==> config.mk <==
export PLATFORM = sky130hd
export DESIGN_NAME = indicator_led_controller_core
export DESIGN_NICKNAME = d
export VERILOG_FILES = /design/src/ilc_pkg.sv /design/src/indicator_led_controller_core.sv
export SDC_FILE = /design/constraint.sdc
export NUM_CORES = 1
export LEC_CHECK = 0
export ABC_CLOCK_PERIOD_IN_PS = 10200
export BUFFER_PORTS_ARGS = -buffer_cell sky130_fd_sc_hd__clkbuf_2
export CORE_MARGIN = 3
export CORE_UTILIZATION = 66
export CTS_CLUSTER_DIAMETER = 120
export DETAILED_ROUTE_END_ITERATION = 7
export PLACE_DENSITY = 0.95
export SYNTH_ARGS = -nofsm -noshare
export SYNTH_HDL_FRONTEND = slang
export SYNTH_SLANG_ARGS = --single-unit
==> constraint.sdc <==
create_clock -name clk_i -period 10.2 [get_ports clk_i]
set_input_delay 1.53 -clock clk_i [delete_from_list [all_inputs] [get_ports clk_i]]
set_output_delay 1.53 -clock clk_i [all_outputs]
set_load 0.05 [all_outputs]
==> src/ilc_pkg.sv <==
package ilc_pkg;

  localparam int unsigned LevelW = 7;
  localparam int unsigned StepW  = 6;
  localparam int unsigned DelayW = 10;
  localparam int unsigned TimerBits = 10;

  // config port
  localparam int unsigned CfgIdxW  = 3;
  localparam int unsigned CfgDataW = DelayW;

  typedef logic [LevelW-1:0]    level_t;
  typedef logic [StepW-1:0]     step_t;
  typedef logic [DelayW-1:0]    delay_t;
  typedef logic [TimerBits-1:0] timer_t;
  typedef logic [CfgIdxW-1:0]   cfg_idx_t;
  typedef logic [CfgDataW-1:0]  cfg_data_t;

  typedef enum logic [CfgIdxW-1:0] {
    CfgMinLevel  = 3'd0,
    CfgMaxLevel  = 3'd1,
    CfgLowLevel  = 3'd2,
    CfgStepSize  = 3'd3,
    CfgOffDelay  = 3'd4
  } cfg_reg_e;

  localparam level_t RstMinLevel  = level_t'(10);
  localparam level_t RstMaxLevel  = level_t'(100);
  localparam level_t RstLowLevel  = level_t'(20);
  localparam step_t  RstStepSize  = step_t'(5);
  localparam delay_t RstOffDelay  = delay_t'(250);
  localparam level_t RstRampLevel = level_t'(10);
  localparam level_t RstHeldLevel = level_t'(100);

  localparam timer_t TimerMax = '1;
  localparam int unsigned LoadW = (TimerBits > DelayW) ? TimerBits : DelayW;

  function automatic level_t at_least_min(level_t v, level_t min_lvl);
    return (v < min_lvl) ? min_lvl : v;
  endfunction

  // timer reload, saturated to the counter width
  function automatic timer_t delay_load(delay_t d);
    logic [LoadW-1:0] dw;
    dw = LoadW'(d);
    if (dw > LoadW'(TimerMax)) begin
      return TimerMax;
    end
    return TimerBits'(dw);
  endfunction

endpackage

==> src/indicator_led_controller_core.sv <==
// Channel  | Direction | Handshake              | Payload
// ---------+-----------+------------------------+------------------------------------------
// in       | to core   | in_valid_i / in_stall_o   | caps_lock, touched, kbd_active, backlight
// out      | from core | out_valid_o / out_stall_i | led_level, led_written, held_level
// cfg      | to core   | cfg_we_i                  | cfg_idx_i, cfg_wdata_i
//
// One tick request per cycle sustained while out_stall_i is low. A request is held
// in the input register, the tick rules run combinationally from it and the state
// registers, and the result lands in the output register, which drives out_valid_o.
// Reset returns all state and config registers to their power-up values.
// out_stall_i holds the output register; the input register then fills and
// in_stall_o rises only once both stages are occupied.
module indicator_led_controller_core (
  input  logic                clk_i,
  input  logic                rst_ni,
  // config
  input  logic                cfg_we_i,
  input  ilc_pkg::cfg_idx_t   cfg_idx_i,
  input  ilc_pkg::cfg_data_t  cfg_wdata_i,
  // tick requests
  input  logic                in_valid_i,
  output logic                in_stall_o,
  input  logic                caps_lock_i,
  input  logic                touched_i,
  input  logic                kbd_active_i,
  input  ilc_pkg::level_t     backlight_level_i,
  // results
  output logic                out_valid_o,
  input  logic                out_stall_i,
  output ilc_pkg::level_t     led_level_o,
  output logic                led_written_o,
  output ilc_pkg::level_t     held_level_o
);
  import ilc_pkg::*;

  // ---------------------------------------------------------------- config
  level_t min_level_q, max_level_q, low_level_q;
  step_t  step_size_q;
  delay_t off_delay_q;

  always_ff @(posedge clk_i or negedge rst_ni) begin
    if (!rst_ni) begin
      min_level_q <= RstMinLevel;
      max_level_q <= RstMaxLevel;
      low_level_q <= RstLowLevel;
      step_size_q <= RstStepSize;
      off_delay_q <= RstOffDelay;
    end else if (cfg_we_i) begin
      unique case (cfg_idx_i)
        CfgMinLevel: min_level_q <= level_t'(cfg_wdata_i[LevelW-1:0]);
        CfgMaxLevel: max_level_q <= level_t'(cfg_wdata_i[LevelW-1:0]);
        CfgLowLevel: low_level_q <= level_t'(cfg_wdata_i[LevelW-1:0]);
        CfgStepSize: step_size_q <= step_t'(cfg_wdata_i[StepW-1:0]);
        CfgOffDelay: off_delay_q <= delay_t'(cfg_wdata_i[DelayW-1:0]);
        default: ;  // unmapped index, dropped
      endcase
    end
  end

  // ---------------------------------------------------------- input stage
  logic   s1_valid_q;
  logic   s1_caps_q, s1_touch_q, s1_act_q;
  level_t s1_bl_q;
  logic   s1_adv;    // s1 request moves into the output register
  logic   in_acc;

  assign s1_adv     = s1_valid_q && (!out_valid_o || !out_stall_i);
  assign in_stall_o = s1_valid_q && !s1_adv;
  assign in_acc     = in_valid_i && !in_stall_o;

  always_ff @(posedge clk_i or negedge rst_ni) begin
    if (!rst_ni) begin
      s1_valid_q <= 1'b0;
    end else if (in_acc) begin
      s1_valid_q <= 1'b1;
    end else if (s1_adv) begin
      s1_valid_q <= 1'b0;
    end
  end

  always_ff @(posedge clk_i) begin
    if (in_acc) begin
      s1_caps_q  <= caps_lock_i;
      s1_touch_q <= touched_i;
      s1_act_q   <= kbd_active_i;
      s1_bl_q    <= backlight_level_i;
    end
  end

  // ----------------------------------------------------------- tick state
  logic   caps_seen_q, touch_seen_q, active_seen_q, ramp_rising_q, off_armed_q;
  level_t ramp_level_q, held_q, last_bl_q, shown_q;
  timer_t off_cnt_q;

  logic   caps_seen_d, touch_seen_d, active_seen_d, ramp_rising_d, off_armed_d;
  level_t ramp_level_d, held_d, last_bl_d, shown_d;
  timer_t off_cnt_d;
  logic   written, restarted;
  logic [LevelW:0] ramp_up, low_plus;

  always_comb begin
    caps_seen_d   = caps_seen_q;
    touch_seen_d  = touch_seen_q;
    active_seen_d = active_seen_q;
    ramp_rising_d = ramp_rising_q;
    off_armed_d   = off_armed_q;
    ramp_level_d  = ramp_level_q;
    held_d        = held_q;
    last_bl_d     = last_bl_q;
    shown_d       = shown_q;
    off_cnt_d     = off_cnt_q;
    written       = 1'b0;
    restarted     = 1'b0;
    ramp_up       = '0;
    low_plus      = '0;

    // poll rules
    if (s1_act_q != active_seen_q) begin
      active_seen_d = s1_act_q;
      if (s1_act_q) begin
        last_bl_d = s1_bl_q;
      end
    end

    if (s1_caps_q != caps_seen_q) begin
      caps_seen_d = s1_caps_q;
      if (s1_caps_q) begin
        ramp_level_d  = min_level_q;
        ramp_rising_d = 1'b1;
      end else if (s1_touch_q) begin
        touch_seen_d = 1'b1;
        if (active_seen_d) begin
          held_d = at_least_min(s1_bl_q, min_level_q);
        end
        shown_d     = held_d;
        written     = 1'b1;
        off_armed_d = 1'b0;
      end else begin
        shown_d = '0;
        written = 1'b1;
      end
    end

    if (!caps_seen_d && (s1_touch_q != touch_seen_d)) begin
      touch_seen_d = s1_touch_q;
      if (s1_touch_q) begin
        if (active_seen_d) begin
          held_d = at_least_min(s1_bl_q, min_level_q);
        end
        shown_d     = held_d;
        written     = 1'b1;
        off_armed_d = 1'b0;
      end else begin
        off_cnt_d   = delay_load(off_delay_q);
        off_armed_d = 1'b1;
        restarted   = 1'b1;
      end
    end

    if (!caps_seen_d && !touch_seen_d && (s1_bl_q != last_bl_d) && active_seen_d) begin
      last_bl_d = s1_bl_q;
      if (s1_bl_q != '0) begin
        held_d      = at_least_min(s1_bl_q, min_level_q);
        shown_d     = held_d;
        written     = 1'b1;
        off_cnt_d   = delay_load(off_delay_q);
        off_armed_d = 1'b1;
        restarted   = 1'b1;
      end
    end

    // breathing step, triangle between low and max
    if (caps_seen_d) begin
      ramp_up  = {1'b0, ramp_level_d} + (LevelW+1)'(step_size_q);
      low_plus = {1'b0, low_level_q} + (LevelW+1)'(step_size_q);
      if (ramp_rising_d) begin
        if (ramp_up >= {1'b0, max_level_q}) begin
          ramp_level_d  = max_level_q;
          ramp_rising_d = 1'b0;
        end else begin
          ramp_level_d = ramp_up[LevelW-1:0];
        end
      end else begin
        if ({1'b0, ramp_level_d} <= low_plus) begin
          ramp_level_d  = low_level_q;
          ramp_rising_d = 1'b1;
        end else begin
          ramp_level_d = ramp_level_d - level_t'(step_size_q);
        end
      end
      shown_d = ramp_level_d;
      written = 1'b1;
    end

    // auto-off countdown; a zero reload expires like one
    if (off_armed_d && !restarted) begin
      if (off_cnt_d <= timer_t'(1)) begin
        off_cnt_d   = '0;
        off_armed_d = 1'b0;
        if (!caps_seen_d && !touch_seen_d) begin
          shown_d = '0;
          written = 1'b1;
        end
      end else begin
        off_cnt_d = off_cnt_d - timer_t'(1);
      end
    end
  end

  always_ff @(posedge clk_i or negedge rst_ni) begin
    if (!rst_ni) begin
      caps_seen_q   <= 1'b0;
      touch_seen_q  <= 1'b0;
      active_seen_q <= 1'b0;
      ramp_rising_q <= 1'b1;
      off_armed_q   <= 1'b0;
      ramp_level_q  <= RstRampLevel;
      held_q        <= RstHeldLevel;
      last_bl_q     <= '0;
      shown_q       <= '0;
      off_cnt_q     <= '0;
    end else if (s1_adv) begin
      caps_seen_q   <= caps_seen_d;
      touch_seen_q  <= touch_seen_d;
      active_seen_q <= active_seen_d;
      ramp_rising_q <= ramp_rising_d;
      off_armed_q   <= off_armed_d;
      ramp_level_q  <= ramp_level_d;
      held_q        <= held_d;
      last_bl_q     <= last_bl_d;
      shown_q       <= shown_d;
      off_cnt_q     <= off_cnt_d;
    end
  end

  // --------------------------------------------------------- output stage
  logic   out_valid_q;
  level_t out_led_q, out_held_q;
  logic   out_written_q;

  always_ff @(posedge clk_i or negedge rst_ni) begin
    if (!rst_ni) begin
      out_valid_q <= 1'b0;
    end else if (s1_adv) begin
      out_valid_q <= 1'b1;
    end else if (!out_stall_i) begin
      out_valid_q <= 1'b0;
    end
  end

  always_ff @(posedge clk_i) begin
    if (s1_adv) begin
      out_led_q     <= shown_d;
      out_written_q <= written;
      out_held_q    <= held_d;
    end
  end

  assign out_valid_o   = out_valid_q;
  assign led_level_o   = out_led_q;
  assign led_written_o = out_written_q;
  assign held_level_o  = out_held_q;

  // ----------------------------------------------------------- assertions
  a_stall_only_when_full: assert property (
    @(posedge clk_i) disable iff (!rst_ni)
    in_stall_o |-> (s1_valid_q && out_valid_o && out_stall_i)
  ) else $error("input stalled with a free stage");

  a_s1_drains: assert property (
    @(posedge clk_i) disable iff (!rst_ni)
    (s1_valid_q && !out_valid_o) |=> out_valid_o
  ) else $error("request in input register not moved to output");

  a_caps_writes: assert property (
    @(posedge clk_i) disable iff (!rst_ni)
    (s1_adv && caps_seen_d) |=> led_written_o
  ) else $error("breathing tick did not write the LED");

endmodule

==> results of run 1 <==
==> critical path, cell delays in order, from the launching register on <==
cell and delay, ns:
sky130_fd_sc_hd__edfxtp_1 0.45, sky130_fd_sc_hd__inv_1 0.07, sky130_fd_sc_hd__ha_1 0.30, sky130_fd_sc_hd__nand2b_1 0.40, sky130_fd_sc_hd__o21ai_0 0.78, sky130_fd_sc_hd__ha_1 0.46
sky130_fd_sc_hd__a2111oi_0 0.71, sky130_fd_sc_hd__o31ai_1 0.15, sky130_fd_sc_hd__o41ai_1 0.12, sky130_fd_sc_hd__ha_1 0.36, sky130_fd_sc_hd__a21oi_1 0.14, sky130_fd_sc_hd__nand3_1 0.08
sky130_fd_sc_hd__a21oi_1 0.38, sky130_fd_sc_hd__and2_0 0.44, sky130_fd_sc_hd__mux2_2 0.38, sky130_fd_sc_hd__a211oi_1 0.42, sky130_fd_sc_hd__nor2_1 0.10
==> path summary, 6_finish.rpt <==
kind | startpoint | to | slack, ns | cells past startpoint
worst max-delay path | s1_caps_q | led_level_o[3] | 4.19 | 16
min in group asynchronous | rst_ni | s1_valid_q | 1.30 | 1
max in group asynchronous | rst_ni | caps_seen_q | 8.22 | 1
worst min-delay path | shown_q[1] | shown_q[1] | 0.50 | 2
worst max register to register | s1_caps_q | led_level_o[3] | 4.19 | 16
worst min register to register | shown_q[1] | shown_q[1] | 0.50 | 2
==> placed cells by master (no fill, tap or decap), types with 4 or more instances in the layout <==
cell                        n
sky130_fd_sc_hd__a221oi_1   4
sky130_fd_sc_hd__xnor2_1   12
sky130_fd_sc_hd__a32o_1     4
sky130_fd_sc_hd__o31ai_1    5
sky130_fd_sc_hd__o211ai_1   4
sky130_fd_sc_hd__nand4_1    4
sky130_fd_sc_hd__nand2_1   59
sky130_fd_sc_hd__nor3_1    19
sky130_fd_sc_hd__dfstp_2   21
sky130_fd_sc_hd__nor2_1    47
sky130_fd_sc_hd__buf_4      9
sky130_fd_sc_hd__o21ai_0   49
sky130_fd_sc_hd__a21oi_1   44
sky130_fd_sc_hd__o21a_1     7
sky130_fd_sc_hd__inv_1     36
sky130_fd_sc_hd__a22o_1     6
sky130_fd_sc_hd__o221ai_1   4
sky130_fd_sc_hd__nand3_1   14
sky130_fd_sc_hd__o22ai_1    4
sky130_fd_sc_hd__nor4_1     5
sky130_fd_sc_hd__dfrtp_1   61
sky130_fd_sc_hd__clkbuf_2  43
sky130_fd_sc_hd__or2_2      5
sky130_fd_sc_hd__a22oi_1    5
sky130_fd_sc_hd__nor2b_1    7
sky130_fd_sc_hd__a211oi_1  10
sky130_fd_sc_hd__mux2i_1   11
sky130_fd_sc_hd__edfxtp_1  25
sky130_fd_sc_hd__clkbuf_8   9
sky130_fd_sc_hd__ha_1      45
sky130_fd_sc_hd__and2_1     4
sky130_fd_sc_hd__a31o_2     5
sky130_fd_sc_hd__nand2b_1   9
sky130_fd_sc_hd__xor2_1     4
sky130_fd_sc_hd__mux2_2    46
==> area by class of cell <==
class,instances,share of cell area
clock inverter,7,0.00929
tap,129,0.0226
inverter,36,0.0189
sequential,107,0.396
multi-input combinational,497,0.496
clock buffer,9,0.0173
timing repair buffer,52,0.0396
==> cell families after synthesis <==
group                    after synthesis  share of synthesized area
AO/OA/AOI/OAI                        183                      0.182
XOR/XNOR                              16                     0.0212
adder cells (fa/ha/maj)               48                     0.0943
buffers and inverters                 64                     0.0367
flip-flops                           107                      0.428
multiplexers                          57                     0.0950
AND/OR/NAND/NOR                      193                      0.143
==> per-stage QoR <==
step / setup WS [ns] / instance area, sq um / power [uW] / utilization / std cells
floorplan: 5.14 / 6610 / 1590 / - / 668
global placement: 4.52 / 6950 / 1820 / 0.732 / 821
detailed placement: 4.31 / 6950 / 1880 / 0.732 / 821
CTS: 4.28 / 7140 / 2140 / 0.752 / 837
global route: 3.64 / 7140 / 2320 / 0.752 / 837
finish: 4.19 / 7140 / 2170 / 0.752 / 837
==> synthesized netlist by cell type (4+ instances only) <==
library cell / n / area, sq um
sky130_fd_sc_hd__dfrtp_1: 61 / 1530
sky130_fd_sc_hd__nand2_1: 59 / 221
sky130_fd_sc_hd__o21ai_0: 49 / 245
sky130_fd_sc_hd__nor2_1: 47 / 176
sky130_fd_sc_hd__mux2_2: 46 / 518
sky130_fd_sc_hd__ha_1: 45 / 563
sky130_fd_sc_hd__a21oi_1: 44 / 220
sky130_fd_sc_hd__inv_1: 36 / 135
sky130_fd_sc_hd__edfxtp_1: 25 / 751
sky130_fd_sc_hd__clkbuf_1: 23 / 86.3
sky130_fd_sc_hd__dfstp_2: 21 / 552
sky130_fd_sc_hd__nor3_1: 19 / 95.1
sky130_fd_sc_hd__nand3_1: 14 / 70.1
sky130_fd_sc_hd__xnor2_1: 12 / 105
sky130_fd_sc_hd__mux2i_1: 11 / 110
sky130_fd_sc_hd__a211oi_1: 10 / 75.1
sky130_fd_sc_hd__nand2b_1: 9 / 56.3
sky130_fd_sc_hd__nor2b_1: 7 / 43.8
sky130_fd_sc_hd__o21a_1: 7 / 52.6
sky130_fd_sc_hd__a22o_1: 6 / 52.6
sky130_fd_sc_hd__a22oi_1: 5 / 37.5
sky130_fd_sc_hd__a31o_2: 5 / 43.8
sky130_fd_sc_hd__nor4_1: 5 / 31.3
sky130_fd_sc_hd__o31ai_1: 5 / 37.5
sky130_fd_sc_hd__or2_2: 5 / 31.3
sky130_fd_sc_hd__a221oi_1: 4 / 35.0
sky130_fd_sc_hd__a32o_1: 4 / 40.0
sky130_fd_sc_hd__and2_1: 4 / 25.0
sky130_fd_sc_hd__nand4_1: 4 / 25.0
sky130_fd_sc_hd__o211ai_1: 4 / 30.0
sky130_fd_sc_hd__o221ai_1: 4 / 35.0
sky130_fd_sc_hd__o22ai_1: 4 / 25.0
sky130_fd_sc_hd__xor2_1: 4 / 35.0
==> layer usage <==
layer,vias to the layer above,part of all wire,GRT usage
li1,2527,-,-
met1,2667,0.42,0.431
met2,318,0.48,0.500
met3,49,0.077,0.0504
met4,0,0.021,0.0851
met5,-,0,0
==> where the power goes <==
part	leakage (uW)	internal, uW	switching (uW)	total [uW]
registers	0.00118	606	115	721
logic	0.00175	476	722	1200
clock network	0.0000979	94.6	157	251
==> impl_results.rst, run 1 <==
.. list-table::
   :header-rows: 1

   * - Metric
     - Value
   * - Number of violations reported at the end of detailed-routing iteration 0
     - 598
   * - Post-Synthesis Cell Area
     - 6610 sq um
   * - Number of DRC violations after detailed routing
     - 0
   * - Leakage
     - 0.00303 uW
   * - Count of flip-flops with a built-in enable after synthesis
     - 25
   * - Placement Rows
     - 35
   * - Area growth from synthesis to layout
     - 8.07%
   * - Iteration count of the initial detailed-routing pass
     - 6
   * - Share of final-layout standard cells stronger than drive strength 1
     - 0.218
   * - Maximum clock path buffer count
     - 2
   * - Sequential Area
     - 2830 sq um
   * - Clock latency on the worst-skew pair
     - 0.38 ns
   * - Final critical path time including I/O delays and setup
     - 6.01 ns
   * - Crit Path Class
     - reg -> reg
   * - Gpl congestion
     - 0.960
   * - Overflow left after global routing
     - 0
   * - Power density over the cells
     - 304 nW/um^2
   * - Worst Path Max Fanout
     - 18
   * - Endpoint type of the worst setup path
     - flop
   * - Final Hold Viols
     - 0
   * - I/O pin cnt
     - 45
   * - Num CTS Buffers
     - 9
   * - Synth Flop Type
     - sky130_fd_sc_hd__dfrtp_1
   * - Count of cell types in the netlist
     - 65
   * - Share of flip-flops with an asynchronous set or reset
     - 0.766
   * - Die height
     - 106 um
   * - Final layout net count
     - 779
   * - Layout Skew
     - 0.0104 ns
   * - HPWL after detailed placement
     - 12.5 mm
   * - Mean area per synthesized cell
     - 9.89 sq um
   * - H-tree levels
     - 3
   * - Detailed-route wire length per cell
     - 20.1 um
   * - Type of the most critical hold path
     - reg -> reg
   * - IR Drop Worst-Case VDD
     - 0.170 mV
   * - Post-cts gate resize count
     - 0
   * - Clock tree from TritonCTS
     - built
   * - Seq cells post-synth
     - 107
   * - Die width
     - 106 um
   * - Count of maximum capacitance violations
     - 0
   * - Area taken by multi-input logic gates
     - 3540 sq um
   * - Number of filler instances in the final layout
     - 622
   * - Arrival @ worst endpoint
     - 6.13 ns
   * - RSZ-0062 raised after global routing
     - false
   * - PortBufs
     - 44
   * - Wire length reported by the detailed router
     - 16.8 mm
   * - Starting density of the core
     - 0.695
   * - Synthesis warning total
     - 0
   * - GRT Resource Usage Total
     - 0.308
   * - Total negative slack
     - 0 ns
   * - Slew at the pin with the worst max-slew slack
     - 1.40 ns
   * - Maximum number of pins on one net before global-route repair
     - 83
   * - First-pass GRT wire length
     - 27.3 mm
   * - Number of vias per cell after detailed routing
     - 6.64
   * - Kind of launch point of the worst setup path
     - flop
   * - Final clock period utilization by the worst path
     - 0.589
   * - Number of cells produced by synthesis
     - 668
   * - Largest registers ranked by flip-flop count
     - off_cnt_q (10), off_delay_q (10)
   * - Vias in the first global route
     - 5367
   * - WP data required
     - 10.32 ns
   * - Number of post-CTS setup repair buffers
     - 0
   * - Run status
     - completed
   * - Root buffer cell
     - sky130_fd_sc_hd__clkbuf_8
   * - Hold bufs inserted after CTS
     - 0
   * - Clock Pin Slew Worst Setup and Hold Paths
     - 0.10 ns
   * - Overall via count from detail_route
     - 5561
   * - Final ANT Viol Nets
     - 0
   * - Placeable core region
     - 9500 sq um
   * - Sequential-to-total area share from yosys stat
     - 0.428
   * - # setup viols final
     - 0
   * - Synth Net Count
     - 744
   * - Total count of max-transition violations in the final report
     - 0
   * - Overall die area
     - 11200 sq um
   * - FMAX
     - 0.166 GHz
   * - Clock sinks
     - 107
   * - Slew headroom
     - 0.0576
   * - Number of antenna violations at the first check in global routing
     - 0
   * - Final hold slack
     - 0.496 ns
   * - Diodes inserted
     - 0
Note: power is estimated with default switching activity, not from simulation.
==> run 2, diff against run 1 <==
--- a/config.mk
+++ b/config.mk
@@ -5,13 +5,14 @@
 export SDC_FILE = /design/constraint.sdc
 export NUM_CORES = 1
 export LEC_CHECK = 0
-export ABC_CLOCK_PERIOD_IN_PS = 10200
+export ABC_AREA = 1
+export ABC_CLOCK_PERIOD_IN_PS = 5000
 export BUFFER_PORTS_ARGS = -buffer_cell sky130_fd_sc_hd__clkbuf_2
 export CORE_MARGIN = 3
-export CORE_UTILIZATION = 66
+export CORE_UTILIZATION = 56
 export CTS_CLUSTER_DIAMETER = 120
 export DETAILED_ROUTE_END_ITERATION = 7
-export PLACE_DENSITY = 0.95
+export PLACE_DENSITY = 0.88
 export SYNTH_ARGS = -nofsm -noshare
 export SYNTH_HDL_FRONTEND = slang
 export SYNTH_SLANG_ARGS = --single-unit
==> constraint.sdc (replaced) <==
create_clock -name clk_i -period 5 [get_ports clk_i]
set_input_delay 0.75 -clock clk_i [delete_from_list [all_inputs] [get_ports clk_i]]
set_output_delay 0.75 -clock clk_i [all_outputs]
set_load 0.05 [all_outputs]
==> run 2 against run 1 <==
Compared with the run above:
- register-to-register slack worse by 3.8 ns
- power is 130% higher
- setup slack worse by 3.8 ns
- sequential share of layout area is 5.1 points lower
- first-iteration DRC count is 1.8% lower
- count of clock-buffer cells in the layout stayed put
- final area is 15% higher
- die area is 32% higher
- routed wire length is 9.6% higher
- maximum frequency is 31% higher
- sequential power is 97% higher
- cell count is 46% higher
- highest routed layer unchanged
==> impl_results.rst, run 2 <==
.. list-table::
   :header-rows: 1

   * - Metric
     - Value
   * - Slew at the pin with the worst max-slew slack
     - 1.05 ns
   * - Post-synthesis cell type with the largest combined area
     - sky130_fd_sc_hd__dfrtp_1
   * - Master of the slowest instance on the critical path
     - sky130_fd_sc_hd__fa_1
   * - Sequential Area
     - 2830 sq um
   * - Overflow left after global routing
     - 0
   * - Final ANT Viol Nets
     - 0
   * - Mean area per synthesized cell
     - 7.45 sq um
   * - Clock sinks
     - 107
   * - Synth Net Count
     - 1087
   * - Largest registers ranked by flip-flop count
     - off_cnt_q (10), off_delay_q (10)
   * - Number of cells produced by synthesis
     - 1011
   * - Number of vias per cell after detailed routing
     - 5.68
   * - Number of violations reported at the end of detailed-routing iteration 0
     - 587
   * - Worst flop-to-flop path endpoint
     - led_level_o[1]
   * - Root buffer cell
     - sky130_fd_sc_hd__clkbuf_16
   * - Synthesis warning total
     - 0
   * - Gpl congestion
     - 0.983
   * - Final critical path time including I/O delays and setup
     - 4.58 ns
   * - Post-Synthesis Cell Area
     - 7530 sq um
   * - Starting density of the core
     - 0.585
   * - Number of antenna violations at the first check in global routing
     - 0
   * - WP data required
     - 5.13 ns
   * - Count of maximum capacitance violations
     - 0
   * - Startpoint of the worst-slack reg-to-reg timing path
     - s1_caps_q
   * - PortBufs
     - 44
   * - Share of final-layout standard cells stronger than drive strength 1
     - 0.144
   * - Count of flip-flops with a built-in enable after synthesis
     - 25
   * - Total count of max-transition violations in the final report
     - 0
   * - Synth top area share
     - 0.203
   * - I/O pin cnt
     - 45
   * - Detailed-route wire length per cell
     - 15.0 um
   * - H-tree levels
     - 3
   * - Die height
     - 122 um
   * - Seq cells post-synth
     - 107
   * - Final clock period utilization by the worst path
     - 0.916
   * - Leading cell type in the layout, fill and taps excluded
     - sky130_fd_sc_hd__nand2_1
   * - Type of the most critical hold path
     - in -> async
   * - Leakage
     - 0.00418 uW
   * - Most frequent cell after synthesis
     - sky130_fd_sc_hd__nand2_1
   * - Number of DRC violations after detailed routing
     - 0
   * - Sequential-to-total area share from yosys stat
     - 0.376
   * - Final layout net count
     - 1123
   * - Run status
     - completed
   * - Synth Flop Type
     - sky130_fd_sc_hd__dfrtp_1
   * - Placement Rows
     - 41
   * - Placeable core region
     - 12900 sq um
   * - First-pass GRT wire length
     - 30.7 mm
   * - HPWL after detailed placement
     - 13.6 mm
   * - Buffers plus inverters on the worst setup path
     - 7
   * - Layout Skew
     - 0.0109 ns
   * - Worst Path Max Fanout
     - 12
   * - Clock latency on the worst-skew pair
     - 0.37 ns
   * - Final Util
     - 0.637
   * - Crit-path max cell delay
     - 0.43 ns
   * - Kind of launch point of the worst setup path
     - flop
   * - Count of cell types in the netlist
     - 49
   * - Maximum number of pins on one net before global-route repair
     - 57
   * - FMAX
     - 0.218 GHz
   * - Wire length reported by the detailed router
     - 18.4 mm
   * - CP cell instances
     - inv_1, ha_1, inv_1, nand2_2, inv_1, or2_2, o21ai_0, inv_1, ha_1, fa_1, nand4_1, nand3_1, xor2_1, inv_1, ha_1, inv_1, o211ai_1, clkinv_1, nand3_2, nand2_1, o211ai_1, nand3_1, and2_1
   * - Diodes inserted
     - 0
   * - Critical Path Most Common Cell
     - sky130_fd_sc_hd__inv_1
   * - Arrival @ worst endpoint
     - 4.71 ns
   * - Final Hold Viols
     - 0
   * - Iteration count of the initial detailed-routing pass
     - 5
   * - Area growth from synthesis to layout
     - 9.02%
   * - Overall via count from detail_route
     - 6957
   * - Maximum clock path buffer count
     - 2
   * - # setup viols final
     - 0
   * - Family of cells with the greatest summed delay on the critical path
     - adder cells
   * - Clock tree from TritonCTS
     - built
   * - Die width
     - 122 um
   * - Num CTS Buffers
     - 9
   * - Total negative slack
     - 0 ns
   * - RSZ-0062 raised after global routing
     - false
   * - Slew headroom
     - 0.302
   * - Crit Path Class
     - reg -> reg
   * - Number of cells traversed by the worst register-to-register path
     - 23
   * - Commonest non-fill, non-tap cells in the layout
     - 302 x sky130_fd_sc_hd__nand2_1, 113 x sky130_fd_sc_hd__inv_1, 97 x sky130_fd_sc_hd__o21ai_0
   * - Clock Pin Slew Worst Setup and Hold Paths
     - 0.08 ns
   * - Number of filler instances in the final layout
     - 1110
   * - IR Drop Worst-Case VDD
     - 0.332 mV
   * - Vias in the first global route
     - 6464
   * - Top cells by instance count after synthesis
     - 303 x sky130_fd_sc_hd__nand2_1, 113 x sky130_fd_sc_hd__inv_1, 97 x sky130_fd_sc_hd__o21ai_0
   * - Overall die area
     - 14900 sq um
   * - GRT Resource Usage Total
     - 0.261
   * - Share of flip-flops with an asynchronous set or reset
     - 0.766
   * - Endpoint type of the worst setup path
     - flop
   * - Biggest area contributors in the synthesized netlist
     - sky130_fd_sc_hd__dfrtp_1 20%, sky130_fd_sc_hd__nand2_1 15%, sky130_fd_sc_hd__edfxtp_1 10%
   * - Area taken by multi-input logic gates
     - 4090 sq um
   * - Power density over the cells
     - 621 nW/um^2
   * - Reg-to-reg setup timing slack
     - 0.42 ns
-- run 2: layer usage --
layer | track usage | part of all wire
met4 | 0.0945 | 0.028
met1 | 0.374 | 0.44
met5 | 0 | 0
met2 | 0.397 | 0.45
met3 | 0.0483 | 0.082
-- run 2: power breakdown --
| group | switching, uW | total, uW | internal (uW) |
|---|---|---|---|
| logic | 1960 | 2960 | 998 |
| clock network | 366 | 724 | 358 |
| registers | 193 | 1420 | 1230 |
-- run 2: cell families after synthesis --
family | count (synthesis) | synth area share
adder cells (fa/ha/maj) | 48 | 0.0828
AO/OA/AOI/OAI | 182 | 0.131
XOR/XNOR | 19 | 0.0221
buffers and inverters | 154 | 0.0814
multiplexers | 5 | 0.00715
AND/OR/NAND/NOR | 496 | 0.299
flip-flops | 107 | 0.376
-- run 2: worst max-delay path by stage --
stage,start,cells past startpoint,slack (ns),endpoint
5_1_grt,s1_caps_q,23,0.09,led_level_o[1]
3_5_place_dp,s1_caps_q,23,0.33,led_level_o[1]
4_1_cts,s1_caps_q,23,0.30,led_level_o[1]
6_report,s1_caps_q,23,0.42,led_level_o[1]
2_1_floorplan,s1_caps_q,22,0.94,led_level_o[1]
3_3_place_gp,s1_caps_q,23,0.59,led_level_o[1]
-- run 2: worst reg2reg max path, delay by kind of cell, from the launching register on --
| kind | cells | cell delay (ns) |
|---|---|---|
| adders and majority gates | 4 | 1.32 |
| and+or+nand+nor | 8 | 1.19 |
| buffers and inverters | 7 | 0.72 |
| AOI/OAI and AO/OA | 3 | 0.49 |
| DFF | 1 | 0.42 |
| xor gates and xnor gates | 1 | 0.19 |
-- run 2: area by class of cell --
| cell class | count | share of cell area |
|---|---|---|
| multi-input cells | 750 | 0.498 |
| flip-flops and latches | 107 | 0.345 |
| inverters | 123 | 0.0563 |
| repair buffers | 56 | 0.0381 |
| clock buffers | 9 | 0.0274 |
| well taps | 172 | 0.0262 |
| clock inverters | 7 | 0.00915 |
-- run 2: timing repair --
action / in CTS / in global routing
hold buffers: 0 / 0
gates resized for setup: 0 / 1
endpoints found under the setup margin: 0 / 15
setup buffers: 0 / 3
-- run 2: stage by stage --
step	hold WS, ns	power [uW]	area, sq um	cells	setup slack (ns)
floorplan	0.449	3660	7530	1011	0.937
global placement	0.464	4200	7880	1205	0.587
detailed placement	0.471	4310	7880	1205	0.333
CTS	0.368	5050	8180	1221	0.296
global route	0.368	5550	8210	1224	0.0932
finish	0.348	5100	8210	1224	0.420
